--- src/rtl/tmorph_fifo.sv ---
// small generic flip-flop queue with occupancy count
module tmorph_fifo #(
   parameter int WIDTH = 9,
   parameter int DEPTH = 4
) (
   input  logic                       clock,
   input  logic                       reset,
   input  logic                       push,
   input  logic [WIDTH-1:0]           push_data,
   input  logic                       pop,
   output logic [WIDTH-1:0]           pop_data,
   output logic                       empty,
   output logic [$clog2(DEPTH+1)-1:0] count
);

   localparam int PW = $clog2(DEPTH);
   localparam int CW = $clog2(DEPTH + 1);

   logic [WIDTH-1:0] slot_ff [DEPTH];
   logic [PW-1:0]    wr_ptr_ff, wr_ptr_in;
   logic [PW-1:0]    rd_ptr_ff, rd_ptr_in;
   logic [CW-1:0]    count_ff, count_in;
   logic             do_push, do_pop;

   assign empty    = (count_ff == '0);
   assign count    = count_ff;
   assign pop_data = slot_ff[rd_ptr_ff];

   // pointer and count update
   always_comb begin
      do_push   = push && (count_ff != CW'(DEPTH));
      do_pop    = pop && !empty;
      wr_ptr_in = wr_ptr_ff;
      rd_ptr_in = rd_ptr_ff;
      count_in  = count_ff;
      if (do_push) begin
         wr_ptr_in = (wr_ptr_ff == PW'(DEPTH - 1)) ? '0 : wr_ptr_ff + PW'(1);
      end
      if (do_pop) begin
         rd_ptr_in = (rd_ptr_ff == PW'(DEPTH - 1)) ? '0 : rd_ptr_ff + PW'(1);
      end
      if (do_push && !do_pop) begin
         count_in = count_ff + CW'(1);
      end else if (do_pop && !do_push) begin
         count_in = count_ff - CW'(1);
      end
   end

   always_ff @(posedge clock) begin
      if (reset) begin
         wr_ptr_ff <= '0;
         rd_ptr_ff <= '0;
         count_ff  <= '0;
      end else begin
         wr_ptr_ff <= wr_ptr_in;
         rd_ptr_ff <= rd_ptr_in;
         count_ff  <= count_in;
      end
   end

   // storage
   always_ff @(posedge clock) begin
      if (do_push) begin
         slot_ff[wr_ptr_ff] <= push_data;
      end
   end

endmodule

--- config.mk ---
export PLATFORM = sky130hd
export DESIGN_NAME = tmorph_fifo
export DESIGN_NICKNAME = d
export VERILOG_FILES = /design/src/rtl/tmorph_fifo.sv
export SDC_FILE = /design/constraint.sdc
export NUM_CORES = 1
export LEC_CHECK = 0
export BUFFER_PORTS_ARGS = -buffer_cell sky130_fd_sc_hd__buf_2
export CORE_MARGIN = 4
export CORE_UTILIZATION = 50
export DETAILED_ROUTE_END_ITERATION = 12
export PLACE_DENSITY_LB_ADDON = 0.25
export RECOVER_POWER = 50
export SLEW_MARGIN = 30
export SYNTH_ARGS = -nofsm -noshare
export SYNTH_HDL_FRONTEND = slang
export SYNTH_SLANG_ARGS = --single-unit
--- constraint.sdc ---
create_clock -name clock -period 3.8 [get_ports clock]
set_clock_uncertainty 0.15 [all_clocks]
set_input_delay 0.76 -clock clock [delete_from_list [all_inputs] [get_ports clock]]
set_output_delay 0.76 -clock clock [all_outputs]
set_load 0.1 [all_outputs]
* After elaboration in Yosys (flattened, before gate mapping)
Memories as Yosys holds them, arrays and structs flattened. A register that Yosys moved wholly into a read port is not among the register bits.
Index checks and enable logic that the tools add are counted.
** Cells by class
- Add/sub/neg operators :: 4
- Equal/unequal tests :: 3
- Muxes and demuxes :: 8
- Reductions and logical operators :: 9
** Operator list (count)
- $mux 2 :: 4
- $mux 3 :: 2
- $add 2x1->2 const B :: 2
- $eq 2x2->1 const B :: 2
- $logic_and 1x1->1 :: 4
- $add 3x1->3 const B :: 1
- $logic_not 1->1 :: 3
- $logic_not 3->1 :: 1
- $ne 3x3->1 const B :: 1
- $sub 3x1->3 const B :: 1
- $mux 1 :: 2
- $reduce_bool 2->1 :: 1
** Storage, ports and cells
- Bits in registers :: 7
- Memory bits (writable) :: 36
- Input bits :: 13
- Logic and storage cells :: 28
- Memories kept :: 1
** Memories
- slot_ff :: depth 4, bits a word 9, read ports 1, clocked after Yosys merged registers in 1, write ports 1, RTL line 19 : logic [WIDTH-1:0] slot_ff [DEPTH];

* Longest topological paths before layout
- Depth in word-level cells :: 6
- Gate-level depth with buffers :: 8

* Worst setup path before layout
Ideal clock, no wire load.
- Kind :: register to output
- From :: register count_ff[0] (netlist: count[0])
- To :: output empty
- Arrival :: 2.963 ns
- Slack :: -0.073 ns
- Stages on the path, launching flop included :: 2
- Cell sequence :: dfxtp_1 -> nor3_1
** Between the ends
- Word-level cells in the longest chain between the ends :: 1
** Ends and longest elaborated chain
- start, declared :: RTL line 22 : logic [CW-1:0] count_ff, count_in;
- start signal, assigned :: RTL line 57 : count_ff <= count_in;
- $logic_not 3->1 :: RTL line 25 : assign empty = (count_ff == '0);
- end, declared :: RTL line 12 : output logic empty,
No other way between the ends.

* Worst setup path in the final report
- From :: register count_ff[0] (netlist: count[0])
- To :: register count_ff[2] (netlist: count[2])
** Between the ends
- Elaborated cells between the ends (all ways) :: 14
- Classes of those cells :: add/sub: 2; eq/ne: 1; mux: 2; reduce/logical: 9
** RTL lines
- $ne 3x3->1 (*) :: RTL line 31 : do_push = push && (count_ff != CW'(DEPTH));
- $logic_and 1x1->1 (*) :: RTL line 31
- via do_push :: RTL line 23 : logic do_push, do_pop;
- $logic_not 1->1 :: RTL line 44 : end else if (do_pop && !do_push) begin
- $logic_and 1x1->1 :: RTL line 44
- $reduce_bool 2->1 (no source line)
The timed path passes the listed nets; every way through them passes the cells marked *. The select of a mux whose other input is x is not followed.
A chain may end at the register's enable or synchronous reset.

==> results.toml <==
[place]
gp_congestion = 0.7477
detailed_place_hpwl_mm = 1.901
io_buffers = 25

[yosys]
syn_avg_cell_area_um2 = 19.01
yosysWarnings = 0
synth_area_um2 = 1787
synth.net_count = 114
synth-seq-cells = 45
ys_seq_area_share_pct = 70.59
ys_types = 24
synthCells = 94

[cts]
clock-root-buffer = "clkbuf_4"
clkLatencyLatePin_ps = 340
ctsResizeCount = 0
htree_levels = 2
cts_setup_buffers = 0
clock_sinks = 45
cts_tree = "yes"
cts_hold_buf = 0
clk_pin_slew_ps = 120
cts_buffers = 5
cts.path.max_buffers = 2

[floorplanning]
core-area_um2 = 3390
fp.dieH_um = 67.78
fp-row-count = 21
die_x_um = 67.78
die-area_um2 = 4594
io-pin-count = 26
start_util_pct = 52.71

[grt]
grt_max_degree = 16
met2_usage_pct = 23.45
top_usage_layer = "met2"
grt_pass1_wl_mm = 4.333
grt_overflow = 0
grt_use_met1_pct = 15.56
grtUsageMet3_pct = 4.493
antenna_found_initial = 0
grt_pass1_vias = 911
grt_usage_pct = 13.47

[worst_setup_path]
crit_path_start_kind = "flop"
r2r_slack_ps = 910
critPathRequiredTime_ps = 3930
path_cells = "nor2_2 -> a21boi_0 -> ha_1 -> inv_1 -> fa_1 -> xor2_1 -> or3_2 -> a21oi_1"
crit_type = "reg2reg"
end_kind = "flop"
critical-path-slowest-cell = "a21boi_0"
max_stage_delay_ps = 610
critPathArrivalTime_ps = 3010
cp_max_fo = 7

[finish]
nets = 143
drive_above_1_share_pct = 29.03
antenna_cells = 0
area_delta_synth_final_pct = 13.52

[sta]
tightestPinTransition_ps = 744.8
finalSetupTns_ps = 0
max_clock_freq_mhz = 346.5
drv_slew = 0
worst_hold_slack_ps = 360.2
rsz0062_at_grt = "false"
finalCriticalPeriod_ps = 2886
setup_violations = 0
relSlewSlack_pct = 49.90
finalCritPeriodShare_pct = 75.95
final_hold_viol_count = 0

[detailed_routing]
wirelength_mm = 2.662
routedWlPerCell_um = 15.66
remaining_drc_errors = 0
drtIter0Drc = 63
drtPass1Iterations = 4
vias = 881
via_per_inst = 5.182
postRouteAntennaNets = 0

[run]
maxCapViolations = 0

[outcome]
status = "complete, no violations"

[min_path]
hold_class = "reg2reg"
## synthesized netlist by cell type (all sizes together)
| cell | n | area (µm²) |
|---|---|---|
| nand2 | 1 | 3.750 |
| a21boi | 1 | 18.77 |
| a21oi | 2 | 13.76 |
| or3 | 2 | 13.77 |
| o21ai | 1 | 5.000 |
| o31ai | 1 | 21.27 |
| nand2b | 2 | 12.51 |
| dfxtp | 9 | 180.2 |
| nor3 | 2 | 10.01 |
| mux2 | 1 | 11.26 |
| xor2 | 2 | 17.52 |
| edfxtp | 36 | 1081 |
| mux2i | 3 | 30.03 |
| clkbuf | 2 | 7.510 |
| and2 | 4 | 25.02 |
| ha | 6 | 75.07 |
| nor2 | 5 | 21.27 |
| buf | 1 | 5.000 |
| inv | 3 | 11.26 |
| fa | 1 | 20.02 |
| mux4 | 9 | 202.7 |
## critical path: cells and delay by family (launching register included)
family                   cells  cell delay (ps)
adder cells (fa/ha/maj)      2              680
AND/OR/NAND/NOR              2              450
XOR/XNOR                     1              180
AO/OA/AOI/OAI                2              780
flip-flops                   1              510
buffers and inverters        1               60
## routing by layer
metal  share of wire (%)  up-vias
met1                  41      436
met5                   0        -
met2                  53       24
met3                 5.1        4
li1                    -      417
met4                 1.3        0
## placed cells by master, fill, tap and decap left out, types with 2 or more instances in the layout
master     Yosys  layout
ha_1           6       6
nand2b_1       2       2
a21oi_1        1       2
xor2_1         2       2
clkbuf_1       2       9
buf_2          1      16
mux2i_1        3       3
edfxtp_1      36      36
dfxtp_1        9       9
inv_1          3       3
and2_1         4       3
clkbuf_4       0       5
mux4_2         9       9
nor2_1         4       4
bufinv_16      0       2
## kinds of logic (layout without fill, tap and decap cells)
kind of cell    Yosys count  after routing  synth area share [%]
flops                    45             45                 70.59
simple gates             16             16                 4.832
mux                      13             13                 13.66
fa+ha+maj                 7              7                 5.322
buf+inv                   6             36                 1.330
compound gates            5              5                 3.291
xor+xnor                  2              2                0.9806
## worst paths after layout
kind,end,cells past startpoint,start
worst max-delay path,count[2],8,count[0]
worst min-delay path,flop,2,rd_ptr_ff[0]
worst max register to register,count[2],8,count[0]
worst min register to register,flop,2,rd_ptr_ff[0]
## final cells by class
| cell class | instances | area, µm² |
|---|---|---|
| clock buffer | 5 | 37.54 |
| tap | 46 | 57.56 |
| fill | 270 | 1361 |
| inverter | 3 | 11.26 |
| timing repair buffer | 25 | 113.9 |
| clock inverter | 3 | 68.82 |
| multi-input combinational | 43 | 478.0 |
| sequential | 45 | 1261 |
## through the flow
stage / setup WS (ps) / instances / utilization, % / cell area, µm²
after floorplan: 786.3 / 94 / - / 1792
after global placement: 1193 / 162 / 57.88 / 1962
after detailed placement: 1093 / 162 / 57.88 / 1962
after CTS: 856.1 / 170 / 61.02 / 2068
after global routing: 725.6 / 170 / 59.84 / 2028
final: 914.0 / 170 / 59.84 / 2028
## flip-flops by register name, indices dropped and copies added, names as in the netlist, named ones only
signal and flops:
rd_ptr_ff 2, count 3, wr_ptr_ff 2, slot_ff 36
Power is left out: the tool's default activity adds up to more than one toggle a clock period on the data nets, which glitch-free logic cannot reach.
