## config.mk

```make
export PLATFORM = sky130hd
export DESIGN_NAME = tmorph_front
export DESIGN_NICKNAME = d
export VERILOG_FILES = /design/src/rtl/tmorph_pkg.sv /design/src/rtl/tmorph_front.sv
export SDC_FILE = /design/constraint.sdc
export NUM_CORES = 1
export LEC_CHECK = 0
export BUFFER_PORTS_ARGS = -buffer_cell sky130_fd_sc_hd__buf_2
export CORE_AREA = 3 3 102 85
export DETAILED_ROUTE_END_ITERATION = 8
export DIE_AREA = 0 0 105 88
export PLACE_DENSITY_LB_ADDON = 0.1
export SLEW_MARGIN = 20
export SYNTH_ARGS = -nofsm -noshare
export SYNTH_HDL_FRONTEND = slang
export SYNTH_SLANG_ARGS = --single-unit
```

## constraint.sdc

```tcl
create_clock -name clock -period 10.3 [get_ports clock]
set_input_delay 2.06 -clock clock [delete_from_list [all_inputs] [get_ports clock]]
set_output_delay 2.06 -clock clock [all_outputs]
set_load 0.05 [all_outputs]
```

## src/rtl/tmorph_pkg.sv

```systemverilog
// shared types and constants of the thresholded 3x3 morphology block
package tmorph_pkg;

   // item commands
   localparam logic CMD_PIXEL = 1'b0;
   localparam logic CMD_FLUSH = 1'b1;

   // configuration port
   localparam int CSR_INDEX_W = 2;
   localparam int CSR_DATA_W  = 13;
   localparam logic [CSR_INDEX_W-1:0] CSR_FRAME_WIDTH     = 2'd0;
   localparam logic [CSR_INDEX_W-1:0] CSR_FRAME_HEIGHT    = 2'd1;
   localparam logic [CSR_INDEX_W-1:0] CSR_LEVEL_THRESHOLD = 2'd2;
   localparam logic [CSR_INDEX_W-1:0] CSR_GROW_WHITE      = 2'd3;

   // register reset values
   localparam int         RESET_WIDTH     = 1024;
   localparam int         RESET_HEIGHT    = 1024;
   localparam logic [7:0] RESET_THRESHOLD = 8'd100;
   localparam logic       RESET_GROW      = 1'b1;

   // pixel levels forced by a neighbour hit
   localparam logic [7:0] PIXEL_WHITE = 8'd255;
   localparam logic [7:0] PIXEL_BLACK = 8'd0;

   // queue depths
   localparam int OPQ_DEPTH  = 4;
   localparam int RESQ_DEPTH = 4;

   // classified item handed from front to back
   typedef struct packed {
      logic       emit;
      logic [7:0] pixel;
   } op_type;

   // one result transaction
   typedef struct packed {
      logic [7:0] pixel_out;
      logic       row_end;
      logic       frame_end;
   } result_type;

endpackage

```

## src/rtl/tmorph_front.sv

```systemverilog
// front end: accepts items, tracks pipeline fill and drain, classifies each push
module tmorph_front import tmorph_pkg::*; #(
   parameter int MAX_WIDTH = 2048
) (
   input  logic                             clock,
   input  logic                             reset,
   input  logic                             push,
   output logic                             full,
   input  logic                             req_cmd,
   input  logic [7:0]                       req_pixel_in,
   input  logic [$clog2(MAX_WIDTH+1)-1:0]   eff_width,
   output logic                             op_push,
   output op_type                           op_data,
   input  logic [$clog2(OPQ_DEPTH+1)-1:0]   op_count
);

   localparam int FW  = $clog2(MAX_WIDTH + 2);
   localparam int QCW = $clog2(OPQ_DEPTH + 1);

   logic [FW-1:0] fill_ff, fill_in;
   logic [FW-1:0] pending_ff, pending_in;
   logic          draining_ff, draining_in;
   logic [FW-1:0] depth;
   logic          primed;
   logic          accept;

   // classify the accepted transaction
   always_comb begin
      full          = (op_count == QCW'(OPQ_DEPTH));
      accept        = push && !full;
      depth         = FW'(eff_width) + FW'(1);
      primed        = (fill_ff >= depth);
      fill_in       = fill_ff;
      pending_in    = pending_ff;
      draining_in   = draining_ff;
      op_push       = 1'b0;
      op_data.emit  = primed;
      op_data.pixel = req_pixel_in;
      if (accept) begin
         case (req_cmd)
            CMD_PIXEL: begin
               // pixels are dropped while a drain is under way
               if (!draining_ff) begin
                  op_push = 1'b1;
                  if (!primed) begin
                     fill_in    = fill_ff + FW'(1);
                     pending_in = pending_ff + FW'(1);
                  end
               end
            end
            CMD_FLUSH: begin
               // flush pushes a dummy pixel while anything is pending
               if (pending_ff != '0) begin
                  op_push       = 1'b1;
                  op_data.pixel = PIXEL_BLACK;
                  draining_in   = 1'b1;
                  if (!primed) begin
                     fill_in = fill_ff + FW'(1);
                  end else begin
                     pending_in = pending_ff - FW'(1);
                     if (pending_ff == FW'(1)) begin
                        fill_in     = '0;
                        draining_in = 1'b0;
                     end
                  end
               end
            end
            default: begin
               op_push = 1'b0;
            end
         endcase
      end
   end

   always_ff @(posedge clock) begin
      if (reset) begin
         fill_ff     <= '0;
         pending_ff  <= '0;
         draining_ff <= 1'b0;
      end else begin
         fill_ff     <= fill_in;
         pending_ff  <= pending_in;
         draining_ff <= draining_in;
      end
   end

endmodule

```

# Word-level counts from Yosys, hierarchy flattened
# Cells that the tools add are included.
# Widths: inputs -> output; s select.
# classes
bitwise_logic,1
shifts,0
add_sub_neg,4
muxes,20
n_mul,0
eq_ne,7
n_reduce_logical,6
div,0
magnitude_cmp,1
# ops
cell,count
$mux 12,9
$pmux 12 s2,2
$add 12x1->12 const B,3
$mux 8,3
$eq 12x1->1 const B,1
$ge 12x12->1,1
$reduce_bool 12->1,1
$sub 12x1->12 const B,1
$reduce_and 5->1,2
$mux 1,5
$ne 2x1->1 const B,2
$ne 2x2->1 const B,2
$eq 3x3->1 const B,1
$ne 3x2->1 const B,1
$reduce_and 3->1,1
$pmux 1 s2,1
$logic_and 1x1->1,1
$logic_not 1->1,1
$not 1->1,1
# word_totals
regBits,25
mem_count,0
latch_bits,0
elab_cells,42
mem_bits_rw,0
rom_bits,0

# Longest topological paths before layout
# Gate-level depths: netlist of the first run.
# depth
ltp_word,5
depth_mapped,13
depth_no_buf,13

# Worst setup path after synthesis of the first run
# OpenSTA, ideal clock, no wires.
# synth_path
kind,in2out
startpoint,input port eff_width[2]
endpoint,output port op_data[8] (netlist bit)
path_slack_ns,4.544
path_stages,9
required_ns,8.240
arrival_time_ns,3.696
path_cell_list,and3_1 -> and4_1 -> nand4_1 -> xor2_1 -> ha_1 -> a21oi_1 -> o21ai_0 -> a211o_1 -> buf_4
# synth_between
elab_chain_cells,2
# synth_rtl
element,line,rtl
from (decl),tmorph_front.sv:11,"input logic [$clog2(MAX_WIDTH+1)-1:0] eff_width,"
$add 12x1->12,tmorph_front.sv:31,depth = FW'(eff_width) + FW'(1);
$ge 12x12->1,tmorph_front.sv:32,primed = (fill_ff >= depth);
to (decl),tmorph_front.sv:13,"output op_type op_data,"
# Every way passes these cells.

==> results of run 1 <==
[registers in the layout, indices dropped and copies added, names as in the netlist]
register,count
draining_ff,1
fill_ff,12
pending_ff,12
[where the power goes]
part | leakage (nW) | switching [mW] | internal (mW)
logic | 0.715 | 0.0563 | 0.0324
clock network | 0.0228 | 0.0324 | 0.0277
registers | 0.202 | 0.00843 | 0.102
[cells in the mapped netlist (4+ instances only)]
library cell | instances | area (um2)
nand4_1 | 13 | 81.3
inv_1 | 8 | 30.0
nand2_1 | 20 | 75.1
nand3_1 | 20 | 100
a21oi_1 | 14 | 70.1
and2_1 | 8 | 50.1
nor2_1 | 27 | 101
ha_1 | 20 | 250
o21ai_0 | 5 | 25.0
and3_1 | 4 | 25.0
xnor2_1 | 5 | 43.8
dfxtp_1 | 25 | 500
xor2_1 | 23 | 201
[cell usage in the layout, fill, tap and decap left out, types with 5 or more instances in the layout]
cell type,n
nand4_1,13
nand2_1,20
inv_1,8
buf_2,37
o21ai_0,5
nand3_1,20
xnor2_1,5
dfxtp_1,25
xor2_1,23
and2_1,8
ha_1,20
a21oi_1,14
nor2_1,27
[layout make-up]
class | instances | area share
clock buffers | 4 | 0.0201
repair buffers | 38 | 0.0858
flip-flops and latches | 25 | 0.223
multi-input cells | 198 | 0.598
well taps | 108 | 0.0602
inverters | 8 | 0.0134
[per-stage QoR]
stage	power, mW	hold WS, ps	instance area, um2	utilization
floorplan	0.179	466	1920	-
global placement	0.204	496	2200	0.283
detailed placement	0.202	495	2200	0.283
CTS	0.263	509	2240	0.289
global route	0.278	522	2240	0.289
finish	0.260	504	2240	0.289
[cell families (layout without fill, tap and decap cells)]
group                      count (synthesis)  count (layout)
xor gates and xnor gates                  28              28
buffers and inverters                     16              50
muxes                                      1               1
adders and majority gates                 20              20
and+or+nand+nor                          115             115
AOI/OAI and AO/OA                         34              34
DFF                                       25              25
[worst min-delay path: cells and delay by family (launching register included)]
kind,cells,cell delay [ps]
simple gates,1,60
flops,1,350
compound gates,1,50
[routing by layer]
| metal | part of all wire | track usage | up-vias | routed length (um) |
|---|---|---|---|---|
| met3 | 0.045 | 0.0258 | 2 | 199 |
| met2 | 0.38 | 0.142 | 33 | 1690 |
| met4 | 0.0076 | 0.0226 | 0 | 34 |
| li1 | - | - | 920 | - |
| met5 | 0 | 0 | - | 0 |
| met1 | 0.57 | 0.151 | 787 | 2540 |
[worst max path at each step]
stage / from / endpoint
6_report: eff_width[2] / op_data[8]
5_1_grt: eff_width[2] / op_data[8]
4_1_cts: eff_width[2] / op_data[8]
3_5_place_dp: eff_width[2] / op_data[8]
3_3_place_gp: eff_width[2] / op_data[8]
2_1_floorplan: eff_width[2] / op_data[8]
==> impl_metrics.py, run 1 <==
metrics = {
    "yosys": {
        "synth_xor_area_frac": 0.128,
        "ys_warn_count": 0,
        "synth_cells": 239,
        "synth.ff_latch_count": 25,
        "synthDistinctLibCells": 43,
        "syn-cell-area_um2": 1920,
        "async_flop_share": 0,
        "syn-mean-instance-area_um2": 8.02,
        "synth_mux_area_frac": 0.00588,
        "syn_nets": 286,
        "synthFlopType": "dfxtp_1",
        "synth_seq_area_share": 0.261,
        "yosys.area_share.simple": 0.324,
        "synth_fa_ha_area_frac": 0.131,
        "synth_edf_count": 0,
        "synth_compound_area_frac": 0.112,
        "synth_top_family_by_area": "simple AND/OR/NAND/NOR gates",
    },
    "floorplanning": {
        "dieArea_um2": 9240,
        "coreArea_um2": 7760,
        "rows": 29,
        "die_w_um": 105,
        "start_util": 0.247,
        "boundaryPins": 38,
        "die-height_um": 88,
    },
    "detailed_routing": {
        "drc_errors": 0,
        "drt-total-wl_mm": 4.47,
        "routed_via_density": 4.57,
        "vias": 1742,
        "ant_nets": 0,
        "firstDrtPassIters": 4,
        "drt_iter0_drc": 91,
        "wire_per_inst_um": 11.7,
    },
    "timing": {
        "rsz0062_at_grt": "false",
        "hold_viol_final": 0,
        "worstMarginPinSlew_ps": 491,
        "fmax_mhz": 164,
        "drv_slew": 0,
        "final.setup.tns_ps": 0,
        "finalClockSkew_ps": 5.37,
        "worst_slack_ps": 4200,
        "fin_crit_ps": 6100,
        "finalSetupViolCount": 0,
        "finalCritPeriodShare": 0.592,
        "slew_headroom": 0.669,
    },
    "placement": {
        "post-place-ws_ps": 4180,
        "dp_hpwl_mm": 3.44,
        "place.gp.congestion": 0.723,
        "post-place-cells": 377,
        "io_buffer_count": 37,
    },
    "critical_path": {
        "cpMostUsedCell": "buf_2",
        "crit_type": "input pin to output pin",
        "r2r_slack_ps": 7350,
        "crit_buf_inv": 2,
        "cp-start-kind": "input pin",
        "critPathCaptureType": "output pin",
        "worstSetupPathDepth": 10,
        "critPathMaxFanout": 5,
        "required_ps": 8240,
        "cp_slowest_cell": "a211o_1",
        "r2r-start": "fill_ff[0]",
        "cpLargestDelayFamily": "compound AO/OA/AOI/OAI gates",
        "cpPeakStageDelay_ps": 330,
        "crit_chain": "buf_2 > and3_1 > and4_1 > nand4_1 > xor2_1 > ha_1 > a21oi_1 > o21ai_0 > a211o_1 > buf_2",
        "arrival_ps": 4040,
        "r2r_cells": 11,
        "r2r_end": "fill_ff[6]",
    },
    "worst_hold_path": {
        "hp-start": "fill_ff[1]",
        "hold_end": "fill_ff[1]",
        "hp-class": "flop to flop",
        "hold_depth": 2,
    },
    "clock_network": {
        "htreeDepth": 1,
        "numCtsBuffers": 3,
        "clk_pin_slew_worst_paths_ps": 90,
        "cts_resized": 0,
        "cts_hold_buf": 0,
        "cts_buffer_depth": 2,
        "clkLatencyLatePin_ps": 270,
        "root_buffer": "clkbuf_8",
        "cts_setup_buffers": 0,
        "cts_sinks": 25,
        "cts_tree": "yes",
    },
    "cells_and_area": {
        "area_delta_synth_final_pct": 17.2,
        "ff_latch_area_um2": 500,
        "nFillCells": 874,
        "fin_cells": 381,
        "drive_above_1_share": 0.172,
        "multi_input_area_um2": 1340,
        "num_antenna_cells": 0,
        "nets": 321,
    },
    "power_and_ir_drop": {
        "leakagePower_nw": 0.941,
        "powerDensity_nw_per_um2": 116,
        "ir_drop_mv": 0.0560,
    },
    "global_routing": {
        "grt_max_degree": 22,
        "grt_pass1_vias": 1522,
        "grt_use_total": 0.100,
        "grt_remaining_overflow": 0,
        "grt_pass1_wl_mm": 7.62,
        "antenna_found_initial": 0,
    },
    "job": {
        "drv_cap": 0,
    },
    "run_status": {
        "status": "completed",
    },
}
Power figures use the tool's default switching activity.
==> run 2: changes to the inputs <==
Clock period 10.3 ns to 4.95 ns, I/O delays scaled along.
==> run 2 against run 1 <==
  * Global-route usage increased by 0.78 points
  * Via count down 1.7%
  * Hold slack better by 3.4 ps
  * Final cell count unchanged
  * Clock power up 100%
  * Largest cell class unchanged
  * Utilization barely moved
  * Highest routed layer unchanged
  * Clock skew is 1.6 ps lower
  * Critical path type unchanged
  * Sequential cell count unchanged
  * Sequential power rose by 110%
==> impl_metrics.py, run 2 (synthesized netlist as in run 1, its figures left out) <==
metrics = {
    "detailed_routing": {
        "vias": 1713,
        "firstDrtPassIters": 4,
        "drt-total-wl_mm": 4.61,
        "routed_via_density": 4.50,
        "drt_iter0_drc": 90,
        "ant_nets": 0,
        "wire_per_inst_um": 12.1,
        "drc_errors": 0,
    },
    "clock_network": {
        "cts_hold_buf": 0,
        "cts_sinks": 25,
        "clkLatencyLatePin_ps": 270,
        "cts_setup_buffers": 0,
        "cts_resized": 0,
        "root_buffer": "clkbuf_8",
        "cts_buffer_depth": 2,
        "cts_tree": "yes",
        "htreeDepth": 1,
        "clk_pin_slew_worst_paths_ps": 90,
        "numCtsBuffers": 3,
    },
    "job": {
        "drv_cap": 0,
    },
    "timing": {
        "hold_viol_final": 0,
        "rsz0062_at_grt": "false",
        "fin_crit_ps": 3940,
        "finalClockSkew_ps": 3.72,
        "slew_headroom": 0.618,
        "finalCritPeriodShare": 0.796,
        "drv_slew": 0,
        "finalSetupViolCount": 0,
        "worstMarginPinSlew_ps": 568,
        "fmax_mhz": 254,
        "final.setup.tns_ps": 0,
    },
    "placement": {
        "io_buffer_count": 37,
        "place.gp.congestion": 0.733,
        "dp_hpwl_mm": 3.64,
        "placed_cell_area_um2": 2200,
    },
    "cells_and_area": {
        "nFillCells": 838,
        "area_delta_synth_final_pct": 17.2,
        "layout.cells.most_common": "buf_2",
        "finish.instance_area_um2": 2250,
        "reg_top3": "fill_ff: 12 flops, pending_ff: 12 flops, draining_ff: 1 flops",
        "final_core_util": 0.289,
        "num_antenna_cells": 0,
        "nets": 321,
        "drive_above_1_share": 0.176,
        "final_cell_mix": "buf_2, nor2_1, dfxtp_1, xor2_1",
    },
    "power_and_ir_drop": {
        "leakagePower_nw": 0.943,
        "p_sw_mw": 0.204,
        "switching_share": 0.377,
        "internal_power_mw": 0.337,
        "power_frac_comb": 0.348,
        "clockPowerShare": 0.226,
        "p_seq_frac": 0.426,
        "p_total_mw": 0.541,
        "ir_drop_mv": 0.126,
        "powerDensity_nw_per_um2": 241,
    },
    "floorplanning": {
        "coreArea_um2": 7760,
        "rows": 29,
        "boundaryPins": 38,
        "die_w_um": 105,
        "dieArea_um2": 9240,
        "start_util": 0.247,
        "die-height_um": 88,
    },
    "run_status": {
        "status": "completed",
    },
    "global_routing": {
        "grt_use_total": 0.108,
        "grt_pass1_vias": 1611,
        "grt_max_degree": 21,
        "grt_remaining_overflow": 0,
        "antenna_found_initial": 0,
        "grt_pass1_wl_mm": 8.19,
    },
    "critical_path": {
        "arrival_ps": 2950,
        "required_ps": 3960,
        "cp-start-kind": "input pin",
        "crit_type": "input pin to output pin",
        "critPathMaxFanout": 5,
        "critPathCaptureType": "output pin",
    },
    "worst_hold_path": {
        "hp-class": "flop to flop",
    },
}
## run 2: changes by cell type in the layout (fill, tap and decap cells not counted)
cell	previous run	this run
clkbuf_1	1	0
clkinv_2	0	1
## run 2: power by group through the flow
stage	logic, mW	clock network, mW	registers, mW
after floorplan	0.143	0	0.229
after global placement	0.191	0	0.235
after detailed placement	0.188	0	0.235
after CTS	0.190	0.134	0.231
after global routing	0.211	0.144	0.234
final	0.188	0.122	0.231
## run 2: final timing paths
check	start	endpoint	slack (ps)	depth (start not counted)
setup / recovery	eff_width[2]	op_data[8]	1010	10
hold / removal	fill_ff[1]	fill_ff[1]	510	2
setup reg to reg	fill_ff[0]	fill_ff[6]	2060	11
hold reg to reg	fill_ff[1]	fill_ff[1]	510	2
## run 2: per-layer routing
metal | wire length (um) | track usage | vias up
met5 | 0 | 0 | -
met4 | 34 | 0.0215 | 0
met3 | 189 | 0.0265 | 2
met2 | 1840 | 0.164 | 27
met1 | 2550 | 0.157 | 759
li1 | - | - | 925
## run 2: through the flow
step	std cells	hold WS (ps)	setup WS [ps]
detailed placement	377	501	821
finish	381	507	1010
global placement	377	500	934
global route	381	559	841
CTS	381	515	994
floorplan	239	466	1280
## run 2: area by class of cell
cell class	instances	area, um2	share of cell area
Multi-Input combinational cell	198	1340	0.597
Sequential cell	25	500	0.223
Tap cell	108	135	0.0602
Inverter	8	30.0	0.0134
Clock buffer	3	41.3	0.0184
Clock inverter	1	5.00	0.00223
Timing Repair Buffer	38	193	0.0858
## run 2: worst max-delay path, stage by stage
cell and delay, ps:
buf_2 110, and3_1 200, and4_1 250, nand4_1 120
xor2_1 150, ha_1 310, a21oi_1 150, o21ai_0 100
a211o_1 310, buf_2 240
==> run 3: changes to the inputs <==
Clock period 4.95 ns to 4 ns, I/O delays scaled along.
==> run 3 against run 2 <==
  * First-iteration DRC count up 21%
  * Via count increased by 3.0%
  * Sequential cell count unchanged
  * Critical endpoint is now fill_ff[6]
  * Largest cell class unchanged
==> impl_metrics.py, run 3 (synthesized netlist as in run 1, its figures left out) <==
metrics = {
    "power_and_ir_drop": {
        "switching_share": 0.374,
        "leakagePower_nw": 0.954,
        "p_seq_frac": 0.425,
        "clockPowerShare": 0.226,
        "powerDensity_nw_per_um2": 296,
        "power_frac_comb": 0.348,
        "ir_drop_mv": 0.107,
        "p_total_mw": 0.671,
        "internal_power_mw": 0.420,
        "p_sw_mw": 0.251,
    },
    "worst_hold_path": {
        "hp-start": "fill_ff[11]",
        "hold_depth": 2,
        "hold_end": "fill_ff[11]",
        "hp-class": "flop to flop",
    },
    "critical_path": {
        "required_ps": 4210,
        "r2r_end": "fill_ff[6]",
        "r2r_cells": 11,
        "r2r_slack_ps": 1190,
        "crit_chain": "buf_2 > and3_1 > and4_1 > nand4_1 > xor2_1 > ha_1 > a21oi_1 > o21ai_0 > a211o_1 > ha_1 > a21oi_4 > nand2_2 > or4_1 > a21oi_1",
        "critPathMaxFanout": 8,
        "arrival_ps": 3760,
        "cp_slowest_cell": "or4_1",
        "crit_type": "input pin to flop",
        "cp-start-kind": "input pin",
        "cpPeakStageDelay_ps": 530,
        "critPathCaptureType": "flop",
        "r2r-start": "fill_ff[0]",
    },
    "timing": {
        "finalCritPeriodShare": 0.888,
        "worstMarginPinSlew_ps": 547,
        "finalClockSkew_ps": 6.44,
        "final.setup.tns_ps": 0,
        "slew_headroom": 0.632,
        "fin_crit_ps": 3550,
        "whs_ps": 503,
        "drv_slew": 0,
        "finalSetupViolCount": 0,
        "rsz0062_at_grt": "false",
        "fmax_mhz": 282,
        "hold_viol_final": 0,
    },
    "cells_and_area": {
        "nFillCells": 856,
        "reg_top3": "fill_ff: 12 flops, pending_ff: 12 flops, draining_ff: 1 flops",
        "nets": 324,
        "ff_latch_area_um2": 500,
        "multi_input_area_um2": 1340,
        "drive_above_1_share": 0.181,
        "final_cell_mix": "buf_2, nor2_1, dfxtp_1, xor2_1",
        "num_antenna_cells": 0,
        "layout.cells.most_common": "buf_2",
        "area_delta_synth_final_pct": 18.4,
    },
    "clock_network": {
        "cts_hold_buf": 0,
        "cts_tree": "yes",
        "cts_buffer_depth": 2,
        "cts_setup_buffers": 0,
        "root_buffer": "clkbuf_8",
        "cts_resized": 0,
        "clk_pin_slew_worst_paths_ps": 90,
        "numCtsBuffers": 3,
        "clkLatencyLatePin_ps": 270,
        "htreeDepth": 1,
        "cts_sinks": 25,
    },
    "global_routing": {
        "grt_pass1_wl_mm": 7.87,
        "grt_pass1_vias": 1546,
        "grt_max_degree": 21,
        "grt_remaining_overflow": 0,
        "grt_use_total": 0.103,
        "antenna_found_initial": 0,
    },
    "detailed_routing": {
        "wire_per_inst_um": 12.2,
        "routed_via_density": 4.59,
        "vias": 1764,
        "ant_nets": 0,
        "firstDrtPassIters": 4,
        "drt_iter0_drc": 109,
        "drc_errors": 0,
        "drt-total-wl_mm": 4.68,
    },
    "floorplanning": {
        "coreArea_um2": 7760,
        "dieArea_um2": 9240,
        "boundaryPins": 38,
        "rows": 29,
        "die-height_um": 88,
        "start_util": 0.247,
        "die_w_um": 105,
    },
    "job": {
        "drv_cap": 0,
    },
    "placement": {
        "io_buffer_count": 37,
        "dp_hpwl_mm": 3.66,
        "place.gp.congestion": 0.762,
    },
    "run_status": {
        "status": "completed",
    },
}
[run 3: cell count changes in the layout (fill, tap and decap cells not counted), sizes merged]
cell    change
buf         +3
clkinv      -1
clkbuf      +1
[run 3: metal layers]
metal  share of wire  GRT usage  vias to the layer above
met1            0.55      0.160                      787
li1                -          -                      932
met4          0.0077     0.0215                        0
met2            0.38      0.144                       43
met5               0          0                        -
met3           0.058     0.0221                        2
[run 3: worst max path at each step]
stage	from	endpoint	slack (ps)	depth (start not counted)
2_1_floorplan	eff_width[2]	fill_ff[5]	520	13
3_3_place_gp	eff_width[2]	fill_ff[5]	200	14
3_5_place_dp	eff_width[2]	fill_ff[6]	140	14
4_1_cts	eff_width[2]	op_data[8]	420	10
5_1_grt	eff_width[2]	fill_ff[5]	110	14
6_report	eff_width[2]	fill_ff[6]	450	14
[run 3: critical path: cells and delay by family]
family	cells	cell delay [ps]
xor+xnor	1	150
buf+inv	1	110
compound gates	5	900
simple gates	5	1250
fa+ha+maj	2	540
[run 3: stage by stage]
step | setup slack (ps) | util | cell area (um2) | instances
floorplan | 517 | - | 1920 | 239
CTS | 423 | 0.292 | 2270 | 384
detailed placement | 143 | 0.286 | 2220 | 380
global placement | 197 | 0.286 | 2220 | 380
global route | 105 | 0.292 | 2270 | 384
finish | 449 | 0.292 | 2270 | 384
[run 3: cell type report]
type / count / share of cell area
clock buffer: 4 / 0.0199
inverter: 8 / 0.0132
multi-input combinational: 198 / 0.592
sequential: 25 / 0.221
tap: 108 / 0.0596
timing repair buffer: 41 / 0.0949
[run 3: power by group through the flow]
stage                     sequential (mW)  combinational [mW]  clock [mW]
after floorplan                     0.284               0.177           0
final                               0.285               0.234       0.152
after global placement              0.291               0.236           0
after CTS                           0.285               0.236       0.164
after global routing                0.289               0.260       0.172
after detailed placement            0.291               0.235           0
